$ cat config.mk
export PLATFORM = sky130hd
export DESIGN_NAME = masked_aes_sbox
export DESIGN_NICKNAME = d
export VERILOG_FILES = /design/src/design/msbox_pkg.sv /design/src/design/masked_aes_sbox.sv /design/src/design/msbox_isw_stage.sv
export SDC_FILE = /design/constraint.sdc
export NUM_CORES = 2
export LEC_CHECK = 0
export BUFFER_PORTS_ARGS = -buffer_cell sky130_fd_sc_hd__buf_2
export CORE_MARGIN = 3
export CORE_UTILIZATION = 45
export DETAILED_ROUTE_END_ITERATION = 6
export SLEW_MARGIN = 20
export SYNTH_ARGS = -nofsm -noshare
export SYNTH_HDL_FRONTEND = slang
export SYNTH_HIERARCHICAL = 1
export SYNTH_SLANG_ARGS = --single-unit
$ cat constraint.sdc
create_clock -name clk -period 12.4 [get_ports clk]
set_clock_uncertainty 0.1 [all_clocks]
set_input_delay 1.24 -clock clk [delete_from_list [all_inputs] [get_ports clk]]
set_output_delay 1.24 -clock clk [all_outputs]
set_load 0.03 [all_outputs]
$ cat src/design/msbox_pkg.sv
`default_nettype none
package msbox_pkg;

    localparam logic [7:0] SBOX_CONST = 8'h63;
    localparam int SHARE_W = 8;
    localparam int MAX_SHARES = 3;

    function automatic logic [7:0] gf_xtime(input logic [7:0] a);
        gf_xtime = {a[6:0], 1'b0} ^ (a[7] ? 8'h1B : 8'h00);
    endfunction

    function automatic logic [7:0] gf_mul(input logic [7:0] a, input logic [7:0] b);
        logic [7:0] r;
        logic [7:0] t;
        r = 8'h00;
        t = a;
        for (int k = 0; k < 8; k++)
        begin
            if (b[k])
            begin
                r = r ^ t;
            end
            t = gf_xtime(t);
        end
        gf_mul = r;
    endfunction

    function automatic logic [7:0] gf_sq(input logic [7:0] a);
        gf_sq = gf_mul(a, a);
    endfunction

    function automatic logic [7:0] lin_part(input logic [7:0] x);
        lin_part = x ^ {x[6:0], x[7]} ^ {x[5:0], x[7:6]} ^ {x[4:0], x[7:5]}
                   ^ {x[3:0], x[7:4]};
    endfunction

endpackage
`default_nettype wire

$ cat src/design/masked_aes_sbox.sv
// Pipeline: from accepted request to result valid, four ISW product stages,
// then the output register.
// Throughput: one request per cycle; the five-stage share pipeline advances when the
// output register is empty or being taken.
// Reset: rst_n asynchronous, active low; clears all stage valid flags, results are
// discarded.
`default_nettype none
module masked_aes_sbox #(
    parameter int MASK_ORDER = 2
) (
    input  wire logic        clk,
    input  wire logic        rst_n,
    input  wire logic        in_valid,
    output logic             in_ready,
    input  wire logic [23:0] in_shares,
    input  wire logic [63:0] rand_lo,
    input  wire logic [63:0] rand_hi,
    output logic             out_valid,
    input  wire logic        out_ready,
    output logic [23:0]      out_shares
);

    localparam int NSH   = MASK_ORDER + 1;
    localparam int SW    = NSH * 8;
    localparam int NPAIR = NSH * (NSH - 1) / 2;
    localparam int RW    = NPAIR * 8;
    localparam int RFW   = MASK_ORDER * 8;
    localparam int OFF_R1 = 0;
    localparam int OFF_M1 = RFW;
    localparam int OFF_R2 = OFF_M1 + RW;
    localparam int OFF_M2 = OFF_R2 + RFW;
    localparam int OFF_M3 = OFF_M2 + RW;
    localparam int OFF_M4 = OFF_M3 + RW;
    localparam int RTOT   = OFF_M4 + RW;

    logic [127:0] rbits;
    logic [255:0] rbits_x;
    logic         en;

    logic [SW-1:0] x_in;
    logic [SW-1:0] z0;
    logic [SW-1:0] z1_next;
    logic [SW-1:0] y1;
    logic [SW-1:0] w_next;
    logic [SW-1:0] y2;
    logic [SW-1:0] y2p;
    logic [SW-1:0] y3;
    logic [SW-1:0] y4;
    logic [SW-1:0] y_aff;
    logic          v1;
    logic          v2;
    logic          v3;
    logic          v4;

    logic [SW-1:0] z_s1_reg;
    logic [SW-1:0] z_s2_reg;
    logic [SW-1:0] z_s3_reg;
    logic [SW-1:0] w_s2_reg;
    logic [SW-1:0] w_s3_reg;
    logic [RTOT-1:0] r_s1_reg;
    logic [RTOT-1:0] r_s2_reg;
    logic [RTOT-1:0] r_s3_reg;
    logic [23:0]   out_reg;
    logic [23:0]   out_next;
    logic          ov_reg;

    assign rbits   = {rand_hi, rand_lo};
    assign rbits_x = {rbits, rbits};
    assign en      = !ov_reg || out_ready;
    assign in_ready = en;
    assign x_in    = in_shares[SW-1:0];

    always_comb
    begin
        for (int i = 0; i < NSH; i++)
        begin
            z0[8*i +: 8] = msbox_pkg::gf_sq(x_in[8*i +: 8]);
        end
        z1_next = z0;
        for (int i = 1; i < NSH; i++)
        begin
            z1_next[7:0]       = z1_next[7:0] ^ rbits_x[OFF_R1 + 8*(i-1) +: 8];
            z1_next[8*i +: 8]  = z1_next[8*i +: 8] ^ rbits_x[OFF_R1 + 8*(i-1) +: 8];
        end
    end

    msbox_isw_stage #(.NSH(NSH)) u_m1 (
        .clk(clk), .rst_n(rst_n), .en(en), .vin(in_valid && in_ready),
        .a(z1_next), .b(x_in), .rnd(rbits_x[OFF_M1 +: RW]), .vout(v1), .c(y1)
    );

    always_ff @(posedge clk)
    begin
        if (en)
        begin
            z_s1_reg <= z1_next;
            r_s1_reg <= rbits_x[RTOT-1:0];
            z_s2_reg <= z_s1_reg;
            r_s2_reg <= r_s1_reg;
            w_s2_reg <= w_next;
            z_s3_reg <= z_s2_reg;
            r_s3_reg <= r_s2_reg;
            w_s3_reg <= w_s2_reg;
        end
    end

    always_comb
    begin
        for (int i = 0; i < NSH; i++)
        begin
            w_next[8*i +: 8] = msbox_pkg::gf_sq(msbox_pkg::gf_sq(y1[8*i +: 8]));
        end
        for (int i = 1; i < NSH; i++)
        begin
            w_next[7:0]      = w_next[7:0] ^ r_s1_reg[OFF_R2 + 8*(i-1) +: 8];
            w_next[8*i +: 8] = w_next[8*i +: 8] ^ r_s1_reg[OFF_R2 + 8*(i-1) +: 8];
        end
    end

    msbox_isw_stage #(.NSH(NSH)) u_m2 (
        .clk(clk), .rst_n(rst_n), .en(en), .vin(v1),
        .a(y1), .b(w_next), .rnd(r_s1_reg[OFF_M2 +: RW]), .vout(v2), .c(y2)
    );

    always_comb
    begin
        for (int i = 0; i < NSH; i++)
        begin
            y2p[8*i +: 8] = msbox_pkg::gf_sq(msbox_pkg::gf_sq(
                            msbox_pkg::gf_sq(msbox_pkg::gf_sq(y2[8*i +: 8]))));
        end
    end

    msbox_isw_stage #(.NSH(NSH)) u_m3 (
        .clk(clk), .rst_n(rst_n), .en(en), .vin(v2),
        .a(y2p), .b(w_s2_reg), .rnd(r_s2_reg[OFF_M3 +: RW]), .vout(v3), .c(y3)
    );

    msbox_isw_stage #(.NSH(NSH)) u_m4 (
        .clk(clk), .rst_n(rst_n), .en(en), .vin(v3),
        .a(y3), .b(z_s3_reg), .rnd(r_s3_reg[OFF_M4 +: RW]), .vout(v4), .c(y4)
    );

    always_comb
    begin
        for (int i = 0; i < NSH; i++)
        begin
            y_aff[8*i +: 8] = msbox_pkg::lin_part(y4[8*i +: 8]) ^ msbox_pkg::SBOX_CONST;
        end
        if (MASK_ORDER % 2 == 1)
        begin
            y_aff[7:0] = y_aff[7:0] ^ msbox_pkg::SBOX_CONST;
        end
        out_next = 24'h0;
        out_next[SW-1:0] = y_aff;
    end

    always_ff @(posedge clk or negedge rst_n)
    begin
        if (!rst_n)
        begin
            ov_reg <= 1'b0;
        end
        else if (en)
        begin
            ov_reg <= v4;
        end
    end

    always_ff @(posedge clk)
    begin
        if (en)
        begin
            out_reg <= out_next;
        end
    end

    assign out_valid  = ov_reg;
    assign out_shares = out_reg;

    a_stall_hold: assert property (@(posedge clk) disable iff (!rst_n)
        out_valid && !out_ready |=> out_valid && $stable(out_shares))
        else $error("result lost under stall");
    a_ready: assert property (@(posedge clk) disable iff (!rst_n)
        in_ready == (!out_valid || out_ready))
        else $error("ready mismatch");
    a_flow: assert property (@(posedge clk) disable iff (!rst_n)
        (in_valid && in_ready) |=> v1)
        else $error("accepted request dropped");

endmodule
`default_nettype wire

$ cat src/design/msbox_isw_stage.sv
`default_nettype none
module msbox_isw_stage #(
    parameter int NSH = 3
) (
    input  wire logic                    clk,
    input  wire logic                    rst_n,
    input  wire logic                    en,
    input  wire logic                    vin,
    input  wire logic [NSH*8-1:0]        a,
    input  wire logic [NSH*8-1:0]        b,
    input  wire logic [NSH*(NSH-1)*4-1:0] rnd,
    output logic                         vout,
    output logic [NSH*8-1:0]             c
);

    logic [NSH*8-1:0] prod_next;
    logic [NSH*8-1:0] c_reg;
    logic             v_reg;

    always_comb
    begin
        logic [7:0] acc [NSH];
        logic [7:0] rij;
        int p;
        p = 0;
        for (int i = 0; i < NSH; i++)
        begin
            acc[i] = msbox_pkg::gf_mul(a[8*i +: 8], b[8*i +: 8]);
        end
        for (int i = 0; i < NSH; i++)
        begin
            for (int j = i + 1; j < NSH; j++)
            begin
                rij = rnd[8*p +: 8];
                acc[i] = acc[i] ^ rij;
                acc[j] = acc[j] ^ rij ^ msbox_pkg::gf_mul(a[8*i +: 8], b[8*j +: 8])
                         ^ msbox_pkg::gf_mul(a[8*j +: 8], b[8*i +: 8]);
                p = p + 1;
            end
        end
        for (int i = 0; i < NSH; i++)
        begin
            prod_next[8*i +: 8] = acc[i];
        end
    end

    always_ff @(posedge clk or negedge rst_n)
    begin
        if (!rst_n)
        begin
            v_reg <= 1'b0;
        end
        else if (en)
        begin
            v_reg <= vin;
        end
    end

    always_ff @(posedge clk)
    begin
        if (en)
        begin
            c_reg <= prod_next;
        end
    end

    assign vout = v_reg;
    assign c    = c_reg;

endmodule
`default_nettype wire

## Word level (Yosys, flattened, before mapping)

Index checks and enable logic that the tools add are counted.

| storage, ports and cells | value |
|---|---|
| bits of input ports | 156 |
| logic and storage cells | 1366 |
| flip-flop bits (word level) | 605 |
| output and inout port bits | 26 |

| cells by class | value |
|---|---|
| muxes and demuxes | 666 |
| bitwise gates (word level) | 680 |
| reduce and logical (&&, ||, !) cells | 3 |

Operator list:

| cell | count |
|---|---|
| $xor A8 B8 Y8 | 548 |
| $mux W8 | 456 |
| $mux W5 | 210 |
| $xor A8 B5 Y8 | 129 |
| $not A4 Y4 | 3 |
| $logic_and A1 B1 Y1 | 1 |
| $logic_not A1 Y1 | 1 |
| $logic_or A1 B1 Y1 | 1 |

## Longest topological paths before layout

| depth | value |
|---|---|
| depth after elaboration | 86 |
| gate-level depth with buffers | 34 |
| depth with buffers taken out | 29 |

## Cells and area by module

The synthesis kept the hierarchy.

By module, submodules not included:

| module | area each (µm²) | times used | cells each |
|---|---|---|---|
| msbox_isw_stage | 9222.6 | 4 | 1221 |
| masked_aes_sbox | 19444.9 | 1 | 1824 |

## Worst setup path after synthesis

No wires, ideal clock.

| timing path | value |
|---|---|
| path type | input to register |
| from | in out_ready |
| to | reg u_m1.v_reg, in the netlist u_m1/vout |
| buffers on the path | 0 |
| path slack | 0.327 ns |
| stages | 2 |
| data required time | 12.185 ns |
| arrival time | 11.858 ns |
| path through | nand2b_1 mux2_2 |

| between the ends | value |
|---|---|
| cells in the longest elaborated chain, start to end | 2 |

RTL lines:

| what | RTL line | text |
|---|---|---|
| start, declared | masked_aes_sbox.sv:19 | `input wire logic out_ready,` |
| $logic_or A1 B1 Y1 * | masked_aes_sbox.sv:69 | `assign en = !ov_reg \|\| out_ready;` |
| $logic_and A1 B1 Y1 | masked_aes_sbox.sv:88 | `.clk(clk), .rst_n(rst_n), .en(en), .vin(in_valid && in_ready),` |
| end signal, assigned | msbox_isw_stage.sv:55 | `v_reg <= vin;` |
| end, declared | msbox_isw_stage.sv:18 | `logic v_reg;` |

Every way passes the cells marked *; elsewhere a longest branch is shown, timed or not.
A chain may end at the register's enable or synchronous reset.

## Worst setup path after layout

| timing path | value |
|---|---|
| from | reg u_m2.c_reg[7], in the netlist u_m2/c[7] |
| to | reg u_m3.c_reg[21], in the netlist u_m3/c[21] (data pin) |

| between the ends | value |
|---|---|
| elaborated cells on any way between the ends | 145 |
| those cells by class | mux: 70; bitwise: 75 |

RTL lines:

| what | RTL line | text |
|---|---|---|
| start, declared | msbox_isw_stage.sv:17 | `logic [NSH*8-1:0] c_reg;` |
| start signal, assigned | msbox_isw_stage.sv:63 | `c_reg <= prod_next;` |
| $mux W5 | msbox_pkg.sv:9 | `gf_xtime = {a[6:0], 1'b0} ^ (a[7] ? 8'h1B : 8'h00);` |
| $xor A8 B5 Y8 | msbox_pkg.sv:9 |  |
| $xor A8 B8 Y8 | msbox_pkg.sv:21 | `r = r ^ t;` |
| $mux W8 | msbox_pkg.sv:19 | `if (b[k])` |
| $xor A8 B8 Y8 | msbox_pkg.sv:21 |  |
| $mux W8 | msbox_pkg.sv:19 |  |
| $xor A8 B8 Y8 | msbox_pkg.sv:21 |  |
| $mux W8 | msbox_pkg.sv:19 |  |
| (+54 left out) | -- |  |
| via y2p[2] | masked_aes_sbox.sv:46 | `logic [SW-1:0] y2p;` |
| (+10 left out) | -- |  |
| $mux W8 | msbox_pkg.sv:19 |  |
| $xor A8 B8 Y8 | msbox_pkg.sv:21 |  |
| $mux W8 * | msbox_pkg.sv:19 |  |
| $xor A8 B8 Y8 * | msbox_isw_stage.sv:36 | `acc[j] = acc[j] ^ rij ^ msbox_pkg::gf_mul(a[8*i +: 8], b[8*j +: 8])` |
| $xor A8 B8 Y8 * | msbox_isw_stage.sv:37 | `^ msbox_pkg::gf_mul(a[8*j +: 8], b[8*i +: 8]);` |
| $xor A8 B8 Y8 * (2 in a row) | msbox_isw_stage.sv:36 |  |
| $xor A8 B8 Y8 * | msbox_isw_stage.sv:37 |  |
| via u_m3.prod_next[21] | msbox_isw_stage.sv:16 | `logic [NSH*8-1:0] prod_next;` |
| end signal, assigned | msbox_isw_stage.sv:63 |  |
| end, declared | msbox_isw_stage.sv:17 |  |

Mark *: on every way through the listed nets, which the timed path passes. The rest lies on a longest branch.

==> impl_metrics.env <==
export IMPL_dp_hpwl_mm=131
export IMPL_synth_distinct_cells=82
export IMPL_crit_path_start_kind="flip-flop"
export IMPL_port_buffers=181
export IMPL_final_period_utilization_pct=75.5
export IMPL_drc=7
export IMPL_final_common_cell="xnor2_1"
export IMPL_cts_tree="done"
export IMPL_syn_area_um2=56300
export IMPL_slowest_stage="xnor2_1"
export IMPL_rsz0062_at_grt="false"
export IMPL_ys_ff_latch=381
export IMPL_fin_cells=8270
export IMPL_wire_per_inst_um=22.9
export IMPL_vias_per_cell=5.74
export IMPL_syn_inst=6708
export IMPL_min_from="z_s1_reg[0]$_DFFE_PN_"
export IMPL_final_cell_mix="1634 x xnor2_1, 1133 x nand2_1, 516 x xor2_1"
export IMPL_dr_pass1_iters=7
export IMPL_post_route_min_period_ps=9370
export IMPL_die_h_um=360
export IMPL_critPathMostFrequentCell="xnor2_1"
export IMPL_drv_cap=0
export IMPL_cts_setup_buffers=0
export IMPL_rr_startpoint="u_m2/c[7]$_DFFE_PP_"
export IMPL_fill_cells=12000
export IMPL_rrSetupSlack_ps=3030
export IMPL_clkSinkCount=381
export IMPL_ctsRootBufferMaster="clkbuf_16"
export IMPL_hold_end="z_s2_reg[0]$_DFFE_PN_"
export IMPL_clkTransAtPathRegs_ps=60
export IMPL_dieArea_um2=129000
export IMPL_cp_max_fo=19
export IMPL_path_class="flip-flop to flip-flop"
export IMPL_largest_reg_flops=88
export IMPL_nNetsFinal=6774
export IMPL_grt_overflow_total=0
export IMPL_cp_end_kind="flip-flop"
export IMPL_synth_edf_count=376
export IMPL_r2r_end="u_m3/c[21]$_DFFE_PP_"
export IMPL_num_vias=47400
export IMPL_antenna_diode_count=0
export IMPL_setup_viol=0
export IMPL_cts_path_max_buffers=3
export IMPL_synthArstFlopShare_pct=1.31
export IMPL_clk_latency_ps=640
export IMPL_die_x_um=360
export IMPL_yosysTopAreaCellShare_pct=26.3
export IMPL_synth_top_cell_by_area="xnor2_1"
export IMPL_drt_iter0_drc=5160
export IMPL_slew_viol_final=0
export IMPL_cts_hold_fix_buffers=0
export IMPL_fin_util_pct=48.7
export IMPL_syn_avg_cell_area_um2=8.40
export IMPL_h_tree_depth=2
export IMPL_start_util_pct=45.4
export IMPL_synthToLayoutAreaGrowth_pct=7.22
export IMPL_finalWeightedCongestion=0.971
export IMPL_worst_r2r_cell_count=29
export IMPL_place_inst=8185
export IMPL_drtAntennaViolNets=0
export IMPL_grt_pass1_vias=44300
export IMPL_worst_pin_slew_ps=1200
export IMPL_cts_resized=0
export IMPL_arrival_ps=9630
export IMPL_antenna_found_initial=1
export IMPL_tns_ps=0
export IMPL_run_status="finished with violations"
export IMPL_netlist_top_cells_area="xnor2_1 26%, edfxtp_1 20%, xor2_1 8.1%"
export IMPL_core_area_um2=124000
export IMPL_totalWireLength_mm=189
export IMPL_drive_gt1_share_pct=10.2
export IMPL_grt_max_degree=167
export IMPL_hp_class="flip-flop to flip-flop"
export IMPL_required_ps=12660
export IMPL_ys_seq_area_share_pct=20.3
export IMPL_cts_made_buffers=47
export IMPL_grt_pass1_wl_mm=282
export IMPL_fmax_mhz=107
export IMPL_ioPinCount=182
export IMPL_rows=129
export IMPL_synth_warnings=6
export IMPL_holdPathStages=0
export IMPL_synth_top_flop_cell="edfxtp_1"
export IMPL_hold_viol_final=0
export IMPL_synth_nets=6885
export IMPL_grt_usage_pct=28.3
export IMPL_maxSlewHeadroom_pct=20.0
export IMPL_critPathMaxStageDelay_ps=840
export IMPL_violations="design-rule violations"
-- synth_stat cells (12+ instances only) --
cell type  number
o21ai_0       345
buf_1          85
nand3_1        80
edfxtp_1      376
or2_2          16
ha_1           21
xnor3_1       152
mux2_2         67
a32oi_1        47
xor2_4         13
or3_1          12
buf_2         135
a21o_1         17
xor3_2         12
xnor2_1      1691
nor3_1         57
xor2_1        519
buf_6          13
xor2_2         19
clkinv_1       14
inv_1          75
clkbuf_1      260
nor3b_1        20
mux2i_1       111
buf_4          24
a21oi_1       326
a22oi_1       131
o22ai_1        41
xnor2_2        31
nand2b_1      113
and2_1         13
a21boi_0       15
xor3_1         24
o211ai_1       42
and3_1         27
a2bb2oi_1      13
nor2_1        359
nor2b_1        74
nand2_1      1133
o221ai_1       36
-- worst max path at each step --
stage / startpoint / endpoint / slack (ps)
after CTS: u_m2/c[7]$_DFFE_PP_ / u_m3/c[21]$_DFFE_PP_ / 3080
after detailed placement: u_m2/c[7]$_DFFE_PP_ / u_m3/c[21]$_DFFE_PP_ / 3080
after global placement: u_m2/c[7]$_DFFE_PP_ / u_m3/c[21]$_DFFE_PP_ / 3250
final: u_m2/c[7]$_DFFE_PP_ / u_m3/c[21]$_DFFE_PP_ / 3030
after floorplan: out_ready / u_m1/vout$_DFFE_PN0P_ / 330
after global routing: u_m2/c[7]$_DFFE_PP_ / u_m3/c[21]$_DFFE_PP_ / 2240
-- layout make-up --
cell class                      instances  area [um2]  area share (%)
Clock buffer                           54        1220            2.03
Clock inverter                         31         374           0.619
Inverter                               90         338           0.559
Multi-Input combinational cell       5720       42800            70.8
Sequential cell                       381       11400            18.9
Tap cell                             1637        2050            3.39
Timing Repair Buffer                  357        2240            3.71
-- kinds of logic after synthesis --
group | Yosys count | synth area share (%)
multiplexers | 179 | 3.34
flip-flops | 381 | 20.3
AND/OR/NAND/NOR | 1937 | 14.7
adder cells (fa/ha/maj) | 21 | 0.466
AO/OA/AOI/OAI | 1115 | 12.2
XOR/XNOR | 2468 | 44.4
buffers and inverters | 607 | 4.68
-- through the flow --
step	hold slack, ps	setup WS (ps)	cell area, um2
after floorplan	300	327	56300
after global placement	301	3250	58800
final	288	3030	60400
after detailed placement	305	3080	58800
after global routing	284	2240	60400
after CTS	257	3080	60400
-- layer usage --
layer,up-vias,routed length [um],part of all wire (%),global-route usage (%)
met2,2258,85500,45,45.5
li1,22100,-,-,-
met1,22700,77800,41,37.8
met3,421,17000,9.0,4.31
met4,2,8780,4.6,11.9
met5,-,13,0.0069,0
-- worst max-delay path, delay by kind of cell (launching register included) --
kind                       cells  cell delay [ps]
buffers and inverters          2              440
DFF                            1              640
and+or+nand+nor                8             1310
AOI/OAI and AO/OA              2              180
muxes                          1              180
xor gates and xnor gates      12             4520
adders and majority gates      4             1720
Power is not shown: default switching activity piles up to over one toggle a cycle in this logic, so the estimate is an artifact.
